===== config.mk =====
export PLATFORM = sky130hd
export DESIGN_NAME = anhc_ctrl
export DESIGN_NICKNAME = d
export VERILOG_FILES = /design/src/design/anhc_pkg.sv /design/src/design/anhc_ctrl.sv
export SDC_FILE = /design/constraint.sdc
export NUM_CORES = 1
export LEC_CHECK = 0
export BUFFER_PORTS_ARGS = -buffer_cell sky130_fd_sc_hd__clkbuf_2
export CAP_MARGIN = 30
export CORE_MARGIN = 1
export CORE_UTILIZATION = 40
export CTS_BUF_LIST = sky130_fd_sc_hd__clkbuf_16
export CTS_CLUSTER_SIZE = 14
export DETAILED_ROUTE_END_ITERATION = 16
export GPL_TIMING_DRIVEN = 0
export PLACE_DENSITY_LB_ADDON = 0.05
export RECOVER_POWER = 100
export SLEW_MARGIN = 20
export SYNTH_ARGS = -nofsm -noshare
export SYNTH_HDL_FRONTEND = slang
export SYNTH_SLANG_ARGS = --single-unit

===== constraint.sdc =====
create_clock -name clk -period 6.9 [get_ports clk]
set_input_delay 0.69 -clock clk [delete_from_list [all_inputs] [get_ports clk]]
set_output_delay 0.69 -clock clk [all_outputs]
set_load 0.01 [all_outputs]

===== src/design/anhc_pkg.sv =====
// ----------------------------------------------------------------------------
// anhc_pkg: shared types and constants for the address name hash cache
// Beat structs, table entry layout, command codes, controller states and the
// address fold that produces the window base.
// ----------------------------------------------------------------------------
package anhc_pkg;

	localparam int unsigned ADDR_W           = 64;
	localparam int unsigned HANDLE_W         = 32;
	localparam int unsigned SLOT_W           = 17;
	localparam int unsigned HASH_STEP        = 3;
	localparam int unsigned HASH_TERMS       = (ADDR_W + HASH_STEP - 1) / HASH_STEP;
	localparam int unsigned HASH_BITS_DEF    = 16;
	localparam int unsigned WINDOW_SLOTS_DEF = 5;

	typedef enum logic [1:0] {
		CMD_LOOKUP = 2'd0,
		CMD_INSERT = 2'd1,
		CMD_REMOVE = 2'd2,
		CMD_NONE   = 2'd3
	} cmd_t;

	typedef enum logic [2:0] {
		ST_CLEAR,
		ST_IDLE,
		ST_LOOK,
		ST_SWEEP,
		ST_DONE
	} state_t;

	typedef struct packed {
		cmd_t                cmd;
		logic [ADDR_W-1:0]   address;
		logic [ADDR_W-1:0]   end_address;
		logic [HANDLE_W-1:0] name_handle;
	} req_t;

	typedef struct packed {
		logic                hit;
		logic [HANDLE_W-1:0] found_handle;
		logic [SLOT_W-1:0]   slot_index;
	} rsp_t;

	typedef struct packed {
		logic [ADDR_W-1:0]   address;
		logic [HANDLE_W-1:0] handle;
	} entry_t;

	// XOR of every copy of the address shifted right by a multiple of the step;
	// the caller keeps the low hash bits
	function automatic logic [ADDR_W-1:0] anhc_fold(input logic [ADDR_W-1:0] a);
		logic [ADDR_W-1:0] acc;
		acc = '0;
		for (int k = 0; k < HASH_TERMS; k++) begin
			acc = acc ^ (a >> (HASH_STEP * k));
		end
		return acc;
	endfunction

endpackage


===== src/design/anhc_ctrl.sv =====
// ----------------------------------------------------------------------------
// anhc_ctrl: command sequencer for the entry table
// Clears the table after reset, then runs lookups over the probe window,
// inserts at the window base and sweeps the table for region removal.
// ----------------------------------------------------------------------------
module anhc_ctrl import anhc_pkg::*; #(
	parameter int unsigned HASH_BITS    = HASH_BITS_DEF,
	parameter int unsigned WINDOW_SLOTS = WINDOW_SLOTS_DEF,
	localparam int unsigned SPAN        = (1 << HASH_BITS) + WINDOW_SLOTS,
	localparam int unsigned IDX_W       = $clog2(SPAN)
) (
	input  logic             clk,
	input  logic             arst_n,
	input  logic             req_valid,
	output logic             req_stall,
	input  req_t             req,
	output logic             res_push,
	output rsp_t             res,
	input  logic             res_free,
	output logic             mem_rd_en,
	output logic [IDX_W-1:0] mem_rd_addr,
	input  entry_t           mem_rd_data,
	output logic             mem_wr_en,
	output logic [IDX_W-1:0] mem_wr_addr,
	output entry_t           mem_wr_data
);

	localparam int unsigned KW       = (WINDOW_SLOTS > 1) ? $clog2(WINDOW_SLOTS) : 1;
	localparam logic [IDX_W-1:0] LAST_IDX = IDX_W'(SPAN - 1);
	localparam logic [KW-1:0]    LAST_K   = KW'(WINDOW_SLOTS - 1);

	state_t             state_q, state_d;
	logic [IDX_W-1:0]   idx_q;
	logic [KW-1:0]      k_q;
	logic               issue_done_q;
	logic [ADDR_W-1:0]  addr_q;
	logic [ADDR_W-1:0]  end_q;
	logic [IDX_W-1:0]   base_q;
	rsp_t               res_q, res_d;
	logic               load_res;
	logic               rvalid_s1;
	logic               rlast_s1;
	logic [IDX_W-1:0]   ridx_s1;
	logic               rd_last;
	logic               accept;
	logic [ADDR_W-1:0]  fold;
	logic [IDX_W-1:0]   base_in;
	logic               in_range;

	// window base of the incoming address
	assign fold    = anhc_fold(req.address);
	assign base_in = {{(IDX_W - HASH_BITS){1'b0}}, fold[HASH_BITS-1:0]};

	assign accept   = req_valid && !req_stall;
	assign in_range = (mem_rd_data.address >= addr_q) && (mem_rd_data.address <= end_q);
	assign res      = res_q;

	// next state, memory strobes and result load
	always_comb begin
		state_d     = state_q;
		req_stall   = 1'b1;
		mem_rd_en   = 1'b0;
		mem_rd_addr = idx_q;
		mem_wr_en   = 1'b0;
		mem_wr_addr = idx_q;
		mem_wr_data = '0;
		res_push    = 1'b0;
		load_res    = 1'b0;
		res_d       = '0;
		rd_last     = 1'b0;
		unique case (state_q)
			ST_CLEAR: begin
				mem_wr_en = 1'b1;
				if (idx_q == LAST_IDX) begin
					state_d = ST_IDLE;
				end
			end
			ST_IDLE: begin
				req_stall = 1'b0;
				if (req_valid) begin
					unique case (req.cmd)
						CMD_LOOKUP: begin
							state_d = ST_LOOK;
						end
						CMD_INSERT: begin
							mem_wr_en                = 1'b1;
							mem_wr_addr              = base_in;
							mem_wr_data.address      = req.address;
							mem_wr_data.handle       = req.name_handle;
							load_res                 = 1'b1;
							res_d.hit                = 1'b1;
							res_d.found_handle       = req.name_handle;
							res_d.slot_index         = SLOT_W'(base_in);
							state_d                  = ST_DONE;
						end
						CMD_REMOVE: begin
							state_d = ST_SWEEP;
						end
						CMD_NONE: begin
							load_res = 1'b1;
							state_d  = ST_DONE;
						end
					endcase
				end
			end
			ST_LOOK: begin
				rd_last     = (k_q == LAST_K);
				mem_rd_addr = base_q + IDX_W'(k_q);
				mem_rd_en   = !issue_done_q;
				if (rvalid_s1 && (mem_rd_data.address == addr_q)) begin
					load_res           = 1'b1;
					res_d.hit          = 1'b1;
					res_d.found_handle = mem_rd_data.handle;
					res_d.slot_index   = SLOT_W'(ridx_s1);
					state_d            = ST_DONE;
				end else if (rvalid_s1 && rlast_s1) begin
					load_res = 1'b1;
					state_d  = ST_DONE;
				end
			end
			ST_SWEEP: begin
				rd_last   = (idx_q == LAST_IDX);
				mem_rd_en = !issue_done_q;
				// write back a cleared entry one slot behind the read
				if (rvalid_s1 && in_range) begin
					mem_wr_en   = 1'b1;
					mem_wr_addr = ridx_s1;
				end
				if (rvalid_s1 && rlast_s1) begin
					load_res = 1'b1;
					state_d  = ST_DONE;
				end
			end
			ST_DONE: begin
				if (res_free) begin
					res_push = 1'b1;
					state_d  = ST_IDLE;
				end
			end
			default: begin
				state_d = ST_IDLE;
			end
		endcase
	end

	// state and control registers
	always_ff @(posedge clk or negedge arst_n) begin
		if (!arst_n) begin
			state_q      <= ST_CLEAR;
			idx_q        <= '0;
			k_q          <= '0;
			issue_done_q <= 1'b0;
			rvalid_s1    <= 1'b0;
			rlast_s1     <= 1'b0;
		end else begin
			state_q   <= state_d;
			rvalid_s1 <= mem_rd_en;
			rlast_s1  <= mem_rd_en && rd_last;
			if (accept) begin
				idx_q        <= '0;
				k_q          <= '0;
				issue_done_q <= 1'b0;
			end else if (state_q == ST_CLEAR) begin
				idx_q <= idx_q + 1'b1;
			end else if (mem_rd_en) begin
				idx_q <= idx_q + 1'b1;
				k_q   <= k_q + 1'b1;
				if (rd_last) begin
					issue_done_q <= 1'b1;
				end
			end
		end
	end

	// payload registers
	always_ff @(posedge clk) begin
		ridx_s1 <= mem_rd_addr;
		if (accept) begin
			addr_q <= req.address;
			end_q  <= req.end_address;
			base_q <= base_in;
		end
		if (load_res) begin
			res_q <= res_d;
		end
	end

	a_no_same_entry: assert property (@(posedge clk) disable iff (!arst_n)
		(mem_rd_en && mem_wr_en) |-> (mem_rd_addr != mem_wr_addr))
		else $error("read and write hit the same entry in one cycle");

	a_sweep_writeback: assert property (@(posedge clk) disable iff (!arst_n)
		(state_q == ST_SWEEP && mem_wr_en) |-> (mem_wr_addr == $past(mem_rd_addr)))
		else $error("sweep cleared an entry it did not just read");

	a_look_window: assert property (@(posedge clk) disable iff (!arst_n)
		(state_q == ST_LOOK && rvalid_s1) |-> ((ridx_s1 - base_q) < IDX_W'(WINDOW_SLOTS)))
		else $error("lookup compared an entry outside its probe window");

	a_one_result: assert property (@(posedge clk) disable iff (!arst_n)
		res_push |=> !res_push)
		else $error("two results pushed back to back");

	a_accept_holds: assert property (@(posedge clk) disable iff (!arst_n)
		accept |=> req_stall)
		else $error("second request taken before the first finished");

endmodule


; Word level (Yosys, flattened, before mapping)
; Index checks and enable logic that the tools add are counted.
[word_totals]
ram_bits = 0
reg_bits = 237
input_bits = 262
wordCells = 113
rom_bits = 0
n_memories = 0
latch_bits = 0
[classes]
bitwise_logic = 21
order_cmp = 2
add_sub_neg = 3
muxes = 43
n_eq_ne = 14
n_reduce_logical = 17
div = 0
n_mul = 0
n_shift = 0
[ops]
columns = operator, count
row1 = 96-bit two-way mux, 3
row2 = 16-bit bitwise XOR, 16
row3 = 50-bit two-way mux, 3
row4 = 17-bit two-way mux, 7
row5 = 50-bit case mux with 2 select lines, 1
row6 = 64-bit == test, 1
row7 = 64-bit greater-or-equal comparator, 1
row8 = 64-bit <= comparator, 1
row9 = 17-bit case mux with 2 select lines, 1
row10 = 3-bit two-way mux, 8
row11 = 16-bit by 3-bit adder with 17-bit output, 1
row12 = 17-bit by 1-bit adder with 17-bit output (second input constant), 1
row13 = 17-bit == test (second input constant), 1
row14 = 16-bit by 1-bit bitwise XOR with 16-bit output, 1
row15 = 16-bit by 10-bit bitwise XOR with 16-bit output, 1
row16 = 16-bit by 13-bit bitwise XOR with 16-bit output, 1
row17 = 16-bit by 4-bit bitwise XOR with 16-bit output, 1
row18 = 16-bit by 7-bit bitwise XOR with 16-bit output, 1
row19 = 1-bit two-way mux, 15
row20 = 3-bit case mux with 5 select lines, 1
row21 = 3-bit case mux with 3 select lines, 1
row22 = 2-bit != test (second input constant), 4
row23 = 3-bit by 2-bit == test with 1-bit output (second input constant), 2
row24 = 3-bit == test (second input constant), 2
row25 = 15 further kinds, 25

; Logic depth before layout (Yosys ltp)
; Gate-level depths: netlist of run 1.
[depth]
word_depth = 24
ltp_mapped = 13
ltp_nobuf = 11

; Worst setup path after synthesis of run 1
; Ideal clock, no wire load.
[synth_timing]
kind = in2reg
startpoint = input mem_rd_data[63] (netlist name)
endpoint = register res_q, in the netlist res[0], enable pin
stages = 7
n_path_buf = 0
arrival_ps = 5656
t_required_ps = 6371
slack_ps = 715
path_cell_list = ha_1 -> nand4_1 -> or3_1 -> or3_1 -> nor3_1 -> o21ai_0 -> o21ai_0
[synth_between]
elab_chain_len = 4
[synth_rtl]
columns = item, line
row1 = "start, declared", anhc_ctrl.sv:22  ; input entry_t mem_rd_data,
row2 = 64-bit == test, anhc_ctrl.sv:110  ; if (rvalid_s1 && (mem_rd_data.address == addr_q)) begin
row3 = 1-bit logical AND, anhc_ctrl.sv:110
row4 = 1-bit two-way mux, anhc_ctrl.sv:110
row5 = 1-bit case mux with 3 select lines, anhc_ctrl.sv:71  ; unique case (state_q)
row6 = via load_res, anhc_ctrl.sv:40  ; logic load_res;
row7 = "end signal, assigned", anhc_ctrl.sv:184  ; res_q <= res_d;
row8 = "end, declared", anhc_ctrl.sv:39  ; rsp_t res_q, res_d;
; The timed path passes the listed nets, and every way through them passes these cells.
; A chain may end at the register's enable or synchronous reset.

; Final worst setup path of run 1
[layout_timing]
startpoint = register end_q[61]
endpoint = output mem_wr_addr[4]
[layout_between]
elab_chain_len = 5
[layout_rtl]
columns = item, line
row1 = "start, declared", anhc_ctrl.sv:37  ; logic [ADDR_W-1:0] end_q;
row2 = "start signal, assigned", anhc_ctrl.sv:180  ; end_q <= req.end_address;
row3 = 64-bit <= comparator, anhc_ctrl.sv:55  ; assign in_range = (mem_rd_data.address >= addr_q) && (mem_rd_data.address <= end_q);
row4 = 1-bit logical AND, anhc_ctrl.sv:55
row5 = 1-bit logical AND, anhc_ctrl.sv:125  ; if (rvalid_s1 && in_range) begin
row6 = 17-bit two-way mux, anhc_ctrl.sv:125
row7 = 17-bit case mux with 2 select lines, anhc_ctrl.sv:71
row8 = "end, declared", anhc_ctrl.sv:24  ; output logic [IDX_W-1:0] mem_wr_addr,
; No other way between the ends.

==> flow_summary_export.csv, run 1 <==
group,metric,value,unit
route,routed_wl,42200,um
setup_path,slowest_stage,"o21ai_0",
synth,synth_adder_area_share,12.8,%
min_path,hold_start,"req[59]",
clock_network,numCtsBuffers,28,
synth,ys.flop_type,"edfxtp_1",
sta,fin_tns_setup,0,ps
synth,syn_inst,1211,
clock_network,htreeDepth,1,
route,first_pass_iters,5,
global_routing,use_met1,31.4,%
placed_design,port_buffers,445,
finish,final_common_cell,"clkbuf_1",
route,post_drt_wl_per_cell,19.5,um
global_routing,use_met2,41.8,%
synth,synth_top_family_by_area,"simple AND/OR/NAND/NOR gates",
sta,slew_headroom,-21.1,%
setup_path,start_kind,"register",
global_routing,grt_pass1_wl,61800,um
sta,hold_viol,0,
finish,fin_nets,2093,
sta,period_share,80.7,%
finish,mostFrequentLayoutCells,"clkbuf_1, clkbuf_2, edfxtp_1",
setup_path,path_class,"register to output pin",
synth,ys_seq_elements,237,
route,via_count,10900,
route,route.detailed.drc,0,
floorplanning,die_h,185,um
synth,yosys.area_share.simple,13.8,%
clock_network,hold_buffers,0,
clock_network,cts-root-buf,"clkbuf_16",
sta,final.setup.worst_slack,1330,ps
floorplanning,io_pins,446,
setup_path,critPathCaptureType,"output pin",
power,p_seq_share,40.5,%
clock_network,cts.sinks,237,
sta,fin_hold_ws,321,ps
clock_network,postCtsSetupRepairBufs,0,
clock_network,clkTransAtPathRegs,60,ps
setup_path,crit_path_max_incr_delay,1380,ps
synth,seq_area_frac_synth,51.1,%
setup_path,cp.required,6210,ps
global_routing,grt.total_usage,24.4,%
floorplanning,coreArea,32700,um^2
power,pwr-share-clk,27.5,%
finish,syn_to_final_growth,25.3,%
floorplanning,die-area,34100,um^2
clock_network,cts_resized,0,
clock_network,cts_tree,"yes",
synth,synth_compound_area_share,10.4,%
setup_path,reg2reg_from,"state_q[0]",
placed_design,dp_slack,2190,ps
placed_design,gp_congestion,0.850,
finish,drive_gt1_share,14.3,%
floorplanning,row_count,66,
power,power_frac_comb,32.0,%
power,p_total,4.89,mW
clock_network,clock_path_buffers,3,
route,postRouteAntennaNets,0,
synth,syn_area,13300,um^2
power,leakagePower,8.03,nW
setup_path,path_max_fanout,10,
global_routing,grt_pass1_vias,10700,
synth,synth_cell_types,55,
setup_path,crit_buf_inv,3,
synth,yosysWarnings,0,
sta,fmax,0.180,GHz
sta,worst_pin_slew,1800,ps
sta,finalCriticalPeriod,5570,ps
sta,rsz0062_at_grt,"false",
global_routing,grt_max_degree,32,
floorplanning,start_util,40.8,%
finish,post-route-util,51.1,%
global_routing,gr-total-overflow,0,
global_routing,grt-busiest-layer,"met2",
sta,setup_viol,0,
power,p_int,3.18,mW
outcome,status,"finished with violations",
placed_design,hpwl,33800,um
floorplanning,die_w,185,um
sta,clock_skew,17.8,ps
synth,synth-xor-area-share,6.39,%
synth,syn_area_per_cell,11.0,um^2
setup_path,path_cells,"inv_1 > ha_1 > a21o_1 > a21o_1 > a21oi_1 > o21ai_0 > a211o_1 > or3_1 > o21ai_0 > clkbuf_1 > nand3_1 > o211ai_1 > clkbuf_1",
synth,async_flop_share,11.0,%
run,max_cap_viol_count,2,
power,power_density,293,nW/um^2
setup_path,worstSetupStartpoint,"end_q[61]",
power,max-vdd-ir-drop,0.261,mV
outcome,violations,"max-capacitance violations, max-slew violations",
setup_path,worstPathArrival,4880,ps
global_routing,antenna_found_initial,9,
synth,synth_edf_count,194,
min_path,hp-class,"primary input to register",
power,switchingPower,1.71,mW
clock_network,clk_latency,550,ps
power,switching_share,35.0,%
route,via_per_inst,5.05,
synth,synth_nets,1609,
global_routing,met3_usage,4.41,%
route,drt_iter0_markers,580,
setup_path,critical-path-top-delay-family,"compound AO/OA/AOI/OAI gates",
synth,muxShareOfSynthArea,0.169,%
sta,slew_violations,38,
-- stage by stage --
stage,instances,area (um^2)
floorplan,1211,13300
detailed placement,2106,16300
global placement,2098,16100
finish,2161,16700
CTS,2156,17100
global route,2159,16700
-- power by group through the flow --
stage          clock network (mW)  logic [mW]  registers [mW]
6_report                     1.35        1.56            1.98
5_1_grt                      1.44        1.74            2.01
2_1_floorplan                   0       0.952            2.04
4_1_cts                      1.38        1.66            1.98
3_5_place_dp                    0        1.65            2.01
3_3_place_gp                    0        1.57            2.07
-- kinds of logic after synthesis --
group / Yosys count
AND/OR/NAND/NOR: 360
flip-flops: 237
XOR/XNOR: 89
buffers and inverters: 185
AO/OA/AOI/OAI: 202
multiplexers: 2
adder cells (fa/ha/maj): 136
-- final timing paths --
| check | to | slack [ps] | cells past startpoint |
|---|---|---|---|
| worst max-delay path | mem_wr_addr[4] | 1330 | 13 |
| worst min-delay path | end_q[27] | 320 | 1 |
| worst max register to register | addr_q[17] | 2040 | 11 |
| worst min register to register | rlast_s1 | 530 | 1 |
| max in group asynchronous | idx_q[9] | 5350 | 1 |
| min in group asynchronous | idx_q[2] | 570 | 1 |
-- worst register-to-register path, stage by stage (launching register included) --
cell and delay (ps):
dfrtp_1 320, clkbuf_1 290, nand2b_1 140, nor2_1 310, nand2_1 190, inv_1 110, clkbuf_1 440, clkbuf_1 900
clkbuf_1 1060, buf_12 300, buf_12 240, buf_12 240
-- registers in the layout, indices dropped and copies added, names as in the netlist --
signal        cells
issue_done_q      1
addr_q           64
state_q           3
base_q           16
rlast_s1          1
end_q            64
res              50
k_q               3
rvalid_s1         1
ridx_s1          17
idx_q            17
-- cell usage after synthesis (33+ instances only) --
| cell type | n | area share (%) |
|---|---|---|
| clkbuf_1 | 38 | 1.1 |
| a21oi_1 | 33 | 1.2 |
| xor2_1 | 34 | 2.2 |
| inv_1 | 142 | 4.0 |
| and3_1 | 100 | 4.7 |
| nand2_1 | 104 | 2.9 |
| a21o_1 | 92 | 5.2 |
| nor2_1 | 45 | 1.3 |
| xnor2_1 | 48 | 3.2 |
| ha_1 | 135 | 13 |
| nand4_1 | 33 | 1.5 |
| edfxtp_1 | 194 | 44 |
-- metal layers --
layer  up-vias  share of wire [%]  wire, um
met5         -               0.11        46
met4         8                2.1       892
met3        62                7.1      3010
li1       5301                  -         -
met1      5165                 43     18100
met2       384                 48     20100
-- cell type report --
cell class | count | area, um^2
timing repair buffer | 454 | 2020
sequential | 237 | 6820
tap | 442 | 553
buffer | 43 | 179
antenna | 4 | 10.0
clock buffer | 28 | 701
multi-input combinational | 789 | 5780
clock inverter | 22 | 129
inverter | 142 | 533
fill | 3225 | 16000
(Power assumes the default switching activity.)
==> inputs of run 2 (changes only) <==
clock period = 4.9 ns   (was 6.9 ns; I/O delays follow)
==> run 2 against run 1 <==
The flow still finishes with violations (max-capacitance violations, max-slew violations). Wire length down 0.26%. Critical path depth did not move. Clock skew shrank 6.1 ps. Total power increased by 42%. Core utilization about the same. Sequential share of layout area is essentially flat. Via count is 0.11% lower. Global-route usage decreased by 0.27 points. Highest routed layer unchanged.
==> flow_summary_export.csv, run 2 (synthesized netlist as in run 1, its figures left out) <==
group,metric,value,unit
outcome,status,"finished with violations",
outcome,violations,"max-capacitance violations, max-slew violations",
run,max_cap_viol_count,3,
setup_path,crit_buf_inv,3,
route,post_drt_wl_per_cell,19.5,um
floorplanning,start_util,40.8,%
power,switching_share,34.9,%
setup_path,path_cells,"inv_1 > ha_1 > a21o_1 > a21o_1 > a21oi_1 > o21ai_0 > a211o_1 > or3_1 > o21ai_2 > clkbuf_1 > nand3_1 > o211ai_1 > clkbuf_1",
sta,hold_viol,0,
sta,clock_skew,11.7,ps
setup_path,start_kind,"register",
floorplanning,die-area,34100,um^2
global_routing,grt_pass1_vias,10400,
clock_network,hold_buffers,0,
placed_design,gp_congestion,0.893,
sta,slew_violations,128,
sta,worst_pin_slew,2310,ps
sta,period_share,93.0,%
power,leakagePower,8.02,nW
power,power_frac_comb,31.5,%
setup_path,reg2reg_from,"addr_q[54]",
clock_network,cts_resized,0,
route,postRouteAntennaNets,0,
global_routing,gr-total-overflow,0,
sta,finalCriticalPeriod,4560,ps
clock_network,cts.sinks,237,
setup_path,worstSetupStartpoint,"end_q[61]",
min_path,hold_start,"req[48]",
global_routing,antenna_found_initial,5,
clock_network,numCtsBuffers,28,
power,power_density,415,nW/um^2
clock_network,htreeDepth,1,
sta,setup_viol,0,
clock_network,postCtsSetupRepairBufs,0,
clock_network,cts-root-buf,"clkbuf_16",
route,via_count,10900,
finish,drive_gt1_share,14.7,%
placed_design,dpl_cell_area,16200,um^2
floorplanning,die_h,185,um
finish,final_common_cell,"clkbuf_1",
power,p_seq_share,40.5,%
global_routing,grt_pass1_wl,60900,um
setup_path,cp.required,4410,ps
setup_path,worstPathArrival,4070,ps
finish,post-route-util,51.1,%
setup_path,slowest_stage,"o21ai_2",
route,routed_wl,42100,um
clock_network,clkTransAtPathRegs,60,ps
sta,rsz0062_at_grt,"false",
floorplanning,row_count,66,
power,pwr-share-clk,28.0,%
finish,fillers,3257,
route,via_per_inst,5.06,
setup_path,path_max_fanout,10,
power,p_int,4.51,mW
sta,slew_headroom,-54.3,%
power,switchingPower,2.42,mW
min_path,hp-class,"primary input to register",
clock_network,clock_path_buffers,3,
setup_path,crit_path_max_incr_delay,590,ps
global_routing,grt_max_degree,87,
setup_path,rrSetupSlack,460,ps
sta,fin_tns_setup,0,ps
setup_path,path_class,"register to output pin",
power,max-vdd-ir-drop,0.319,mV
global_routing,grt.total_usage,24.1,%
sta,fmax,0.219,GHz
floorplanning,io_pins,446,
floorplanning,coreArea,32700,um^2
finish,syn_to_final_growth,25.2,%
finish,fin_nets,2088,
finish,multi_input_area,5780,um^2
clock_network,clk_latency,540,ps
route,drt_iter0_markers,490,
finish,mostFrequentLayoutCells,"clkbuf_1, clkbuf_2, edfxtp_1",
sta,fin_hold_ws,118,ps
placed_design,port_buffers,445,
clock_network,cts_tree,"yes",
route,route.detailed.drc,0,
floorplanning,die_w,185,um
setup_path,critical-path-top-delay-family,"compound AO/OA/AOI/OAI gates",
placed_design,hpwl,33500,um
setup_path,critPathCaptureType,"output pin",
finish,seqCellArea,6820,um^2
finish,fin_area,16700,um^2
route,first_pass_iters,5,
run 2: changes by cell type in the layout (fill, tap and decap cells not counted), moves of 2 or more:
cell and delta:
buf_12 -4, inv_1 -4, clkbuf_2 +2, buf_16 +2, o21ai_0 -2, clkbuf_1 -5
clkinv_2 +4
run 2: stage by stage:
step                      power, mW  std cells  setup slack [ps]
after floorplan                4.19       1211               276
after global placement         5.08       2098             -1570
after detailed placement       5.11       2102               603
after CTS                      7.09       2153               276
after global routing           7.34       2156              56.4
final                          6.93       2156               342
run 2: cell type report:
type / count / area share (%)
clock buffers: 29 / 4.35
clock inverters: 22 / 0.734
plain buffers: 43 / 1.08
flip-flops and latches: 237 / 40.8
multi-input cells: 789 / 34.6
well taps: 442 / 3.31
inverters: 142 / 3.19
diodes: 3 / 0.0450
repair buffers: 449 / 11.9
run 2: layer usage:
layer | share of wire (%) | track usage (%) | vias up
li1 | - | - | 5300
met1 | 43 | 30.9 | 5121
met2 | 47 | 40.4 | 407
met3 | 7.0 | 4.54 | 78
met4 | 3.3 | 8.96 | 2
met5 | 0.040 | 0 | -
run 2: power groups by stage:
stage               sequential, mW  combinational [mW]  clock, mW
floorplan                     2.85                1.34          0
global placement              2.87                2.20          0
detailed placement            2.83                2.28          0
CTS                           2.79                2.30       2.00
global route                  2.84                2.43       2.06
finish                        2.80                2.18       1.94
run 2: worst paths after layout:
check	end	depth (start not counted)
setup / recovery	mem_wr_addr[9]	13
hold / removal	end_q[16]	1
setup reg to reg	res[12]	10
hold reg to reg	rlast_s1	1
max in group asynchronous	state_q[2]	1
min in group asynchronous	idx_q[2]	1
==> inputs of run 3 (changes only) <==
ABC_AREA = 1   (was default)
==> run 3 against run 2 <==
The run still ends with max-capacitance violations, max-slew violations left. Cell count rose by 31%. Wire length rose by 20%. Worst setup slack better by 130 ps. Synthesized cell count up 49%. Non-clock buffer count shrank 11. Core utilization decreased by 1.3 points. Register-to-register slack gained 170 ps. Cell area rose by 12%. Area after synthesis up 15%. Global-route usage grew 1.2 points. Combinational power increased by 15%. Largest cell class is now multi-input combinational cells.
==> flow_summary_export.csv, run 3 <==
group,metric,value,unit
run,max_cap_viol_count,1,
setup_path,cp.required,4410,ps
clock_network,numCtsBuffers,29,
placed_design,dp_cells,2764,
synth,synth_edf_count,194,
clock_network,cts-root-buf,"clkbuf_16",
global_routing,grt_max_degree,51,
finish,final_common_cell,"nand2_1",
sta,worst_pin_slew,2270,ps
synth,synth_adder_area_share,11.1,%
power,power_frac_comb,34.0,%
sta,rsz0062_at_grt,"false",
global_routing,gr-total-overflow,0,
sta,slew_headroom,-51.8,%
synth,synth_top_area_cell,"edfxtp_1",
floorplanning,coreArea,37800,um^2
setup_path,path_max_fanout,10,
power,p_total,7.35,mW
route,drt_iter0_markers,720,
outcome,status,"finished with violations",
clock_network,clock_path_buffers,3,
synth,synth_nets,2203,
sta,clock_skew,12.9,ps
route,routed_wl,50700,um
power,p_int,4.64,mW
min_path,hp-class,"primary input to register",
setup_path,rrSetupSlack,630,ps
route,via_per_inst,4.79,
clock_network,cts.sinks,237,
outcome,violations,"max-capacitance violations, max-slew violations",
synth,yosysWarnings,0,
setup_path,reg2reg_from,"state_q[0]",
power,leakagePower,9.28,nW
floorplanning,die_w,198,um
synth,syn_area,15400,um^2
floorplanning,die-area,39200,um^2
synth,synth_top_family_by_area,"simple AND/OR/NAND/NOR gates",
synth,synth_top_area_share,37.9,%
finish,post_layout_nonfiller_instances,2820,
placed_design,hpwl,41500,um
floorplanning,die_h,198,um
power,max-vdd-ir-drop,0.336,mV
power,switching_share,36.8,%
sta,period_share,90.3,%
finish,mostFrequentLayoutCells,"nand2_1, inv_1, clkbuf_1",
route,route.detailed.drc,0,
route,first_pass_iters,7,
synth,yosys.area_share.simple,20.7,%
synth,synth-xor-area-share,8.95,%
route,via_count,13500,
clock_network,hold_buffers,1,
synth,muxShareOfSynthArea,0,%
synth,synth.area.top_cells,"edfxtp_1, ha_1, nand2_1",
min_path,min_path_cells,1,
global_routing,grt.total_usage,25.3,%
setup_path,timing.rr.end,"addr_q[48]",
placed_design,dp_slack,1120,ps
synth,syn_area_per_cell,8.52,um^2
power,power_density,391,nW/um^2
global_routing,grt_pass1_vias,12700,
finish,drive_gt1_share,11.4,%
synth,yosys-top-cells-count,"nand2_1, inv_1, edfxtp_1, nor2_1, ha_1",
sta,hold_viol,0,
sta,finalCriticalPeriod,4420,ps
synth,ys_seq_elements,237,
floorplanning,start_util,40.7,%
sta,slew_violations,26,
global_routing,antenna_found_initial,1,
clock_network,cts_resized,0,
finish,fin_nets,2683,
min_path,min_to,"end_q[49]",
synth,seq_area_frac_synth,44.3,%
sta,fmax,0.226,GHz
power,p_seq_share,38.6,%
synth,ys.flop_type,"edfxtp_1",
sta,final.setup.worst_slack,476,ps
clock_network,clk_latency,570,ps
synth,synth.most_common_cell,"nand2_1",
route,post_drt_wl_per_cell,18.0,um
placed_design,port_buffers,445,
setup_path,critPathCaptureType,"output pin",
floorplanning,row_count,71,
finish,syn_to_final_growth,22.2,%
synth,async_flop_share,11.0,%
min_path,hold_start,"req[81]",
sta,setup_viol,0,
setup_path,worstPathArrival,3930,ps
clock_network,cts_tree,"yes",
clock_network,clkTransAtPathRegs,60,ps
synth,synth_cell_types,42,
power,pwr-share-clk,27.5,%
sta,fin_tns_setup,0,ps
synth,syn_inst,1805,
route,postRouteAntennaNets,0,
clock_network,htreeDepth,1,
floorplanning,io_pins,446,
synth,synth_compound_area_share,5.39,%
setup_path,r2r_cells,6,
setup_path,start_kind,"register",
placed_design,gp_congestion,0.900,
power,switchingPower,2.70,mW
clock_network,postCtsSetupRepairBufs,0,
setup_path,path_class,"register to output pin",
global_routing,grt_pass1_wl,73500,um
[run 3: cell count changes after synthesis, moves of 12 or more]
cell / delta
nand2_1: +308
inv_1: +202
and3_1: -99
nor2_1: +91
a21o_1: -86
nand3_1: +77
xor2_1: +47
a21oi_1: +37
xnor2_1: +28
o21ai_0: +27
clkbuf_1: -18
nand4_1: -14
o211ai_1: -12
[run 3: kinds of logic (layout without fill, tap and decap cells)]
family                   after synthesis  count (layout)
AO/OA/AOI/OAI                        155             155
XOR/XNOR                             157             157
adder cells (fa/ha/maj)              136             136
buffers and inverters                381             884
flip-flops                           237             237
other                                  0               1
AND/OR/NAND/NOR                      739             739
[run 3: worst max-delay path by stage]
stage                          startpoint              to  slack, ps  depth (start not counted)
final                          addr_q[49]  mem_wr_addr[5]        480                         18
after global routing           addr_q[49]  mem_wr_addr[7]        280                         18
after CTS                       end_q[47]       mem_wr_en        760                         12
after detailed placement  mem_rd_data[79]       mem_wr_en       1120                         12
after global placement          req_valid         res[38]       -260                          5
after floorplan                state_q[2]          res[0]       1130                          5
[run 3: cell type report]
class	count	area, um^2
fillers	3878	19000
multi-input cells	1187	7040
flip-flops and latches	237	6820
repair buffers	449	1960
inverters	349	1310
clock buffers	30	751
well taps	511	639
plain buffers	32	138
clock inverters	24	126
diodes	1	2.50
[run 3: layer usage]
metal  track usage, %  vias up  share of wire, %
li1                 -     6743                 -
met1             34.1     6278                45
met2             41.8      425                46
met3             4.33       63               6.2
met4             7.12        0               2.7
met5                0        -                 0
[run 3: power groups by stage]
stage / Combinational (mW) / Sequential [mW] / Clock (mW)
after global routing: 2.82 / 2.88 / 2.13
final: 2.50 / 2.83 / 2.02
after global placement: 2.52 / 2.89 / 0
after CTS: 2.63 / 2.83 / 2.08
after detailed placement: 2.62 / 2.87 / 0
after floorplan: 1.64 / 2.86 / 0
[run 3: through the flow]
stage,cell area (um^2),utilization (%),hold slack [ps]
after floorplan,15400,-,194
after global placement,18200,48.3,505
after detailed placement,18300,48.5,501
after CTS,19200,50.9,69.3
after global routing,18800,49.7,80.2
final,18800,49.7,100
[run 3: critical path, cell delays in order, from the launching register on]
cell and delay [ps]:
edfxtp_1 430, inv_1 60, ha_1 290, inv_1 40, nor2_1 140, nand3_1 100, nor2_1 270, nand2_1 120
nor2_1 390, nand2_1 90, nand3_1 170, nor2_1 120, nor2_8 180, nand2_1 260, buf_6 240, nand2_1 90
nand3_1 80, nand3_1 100, clkbuf_1 170
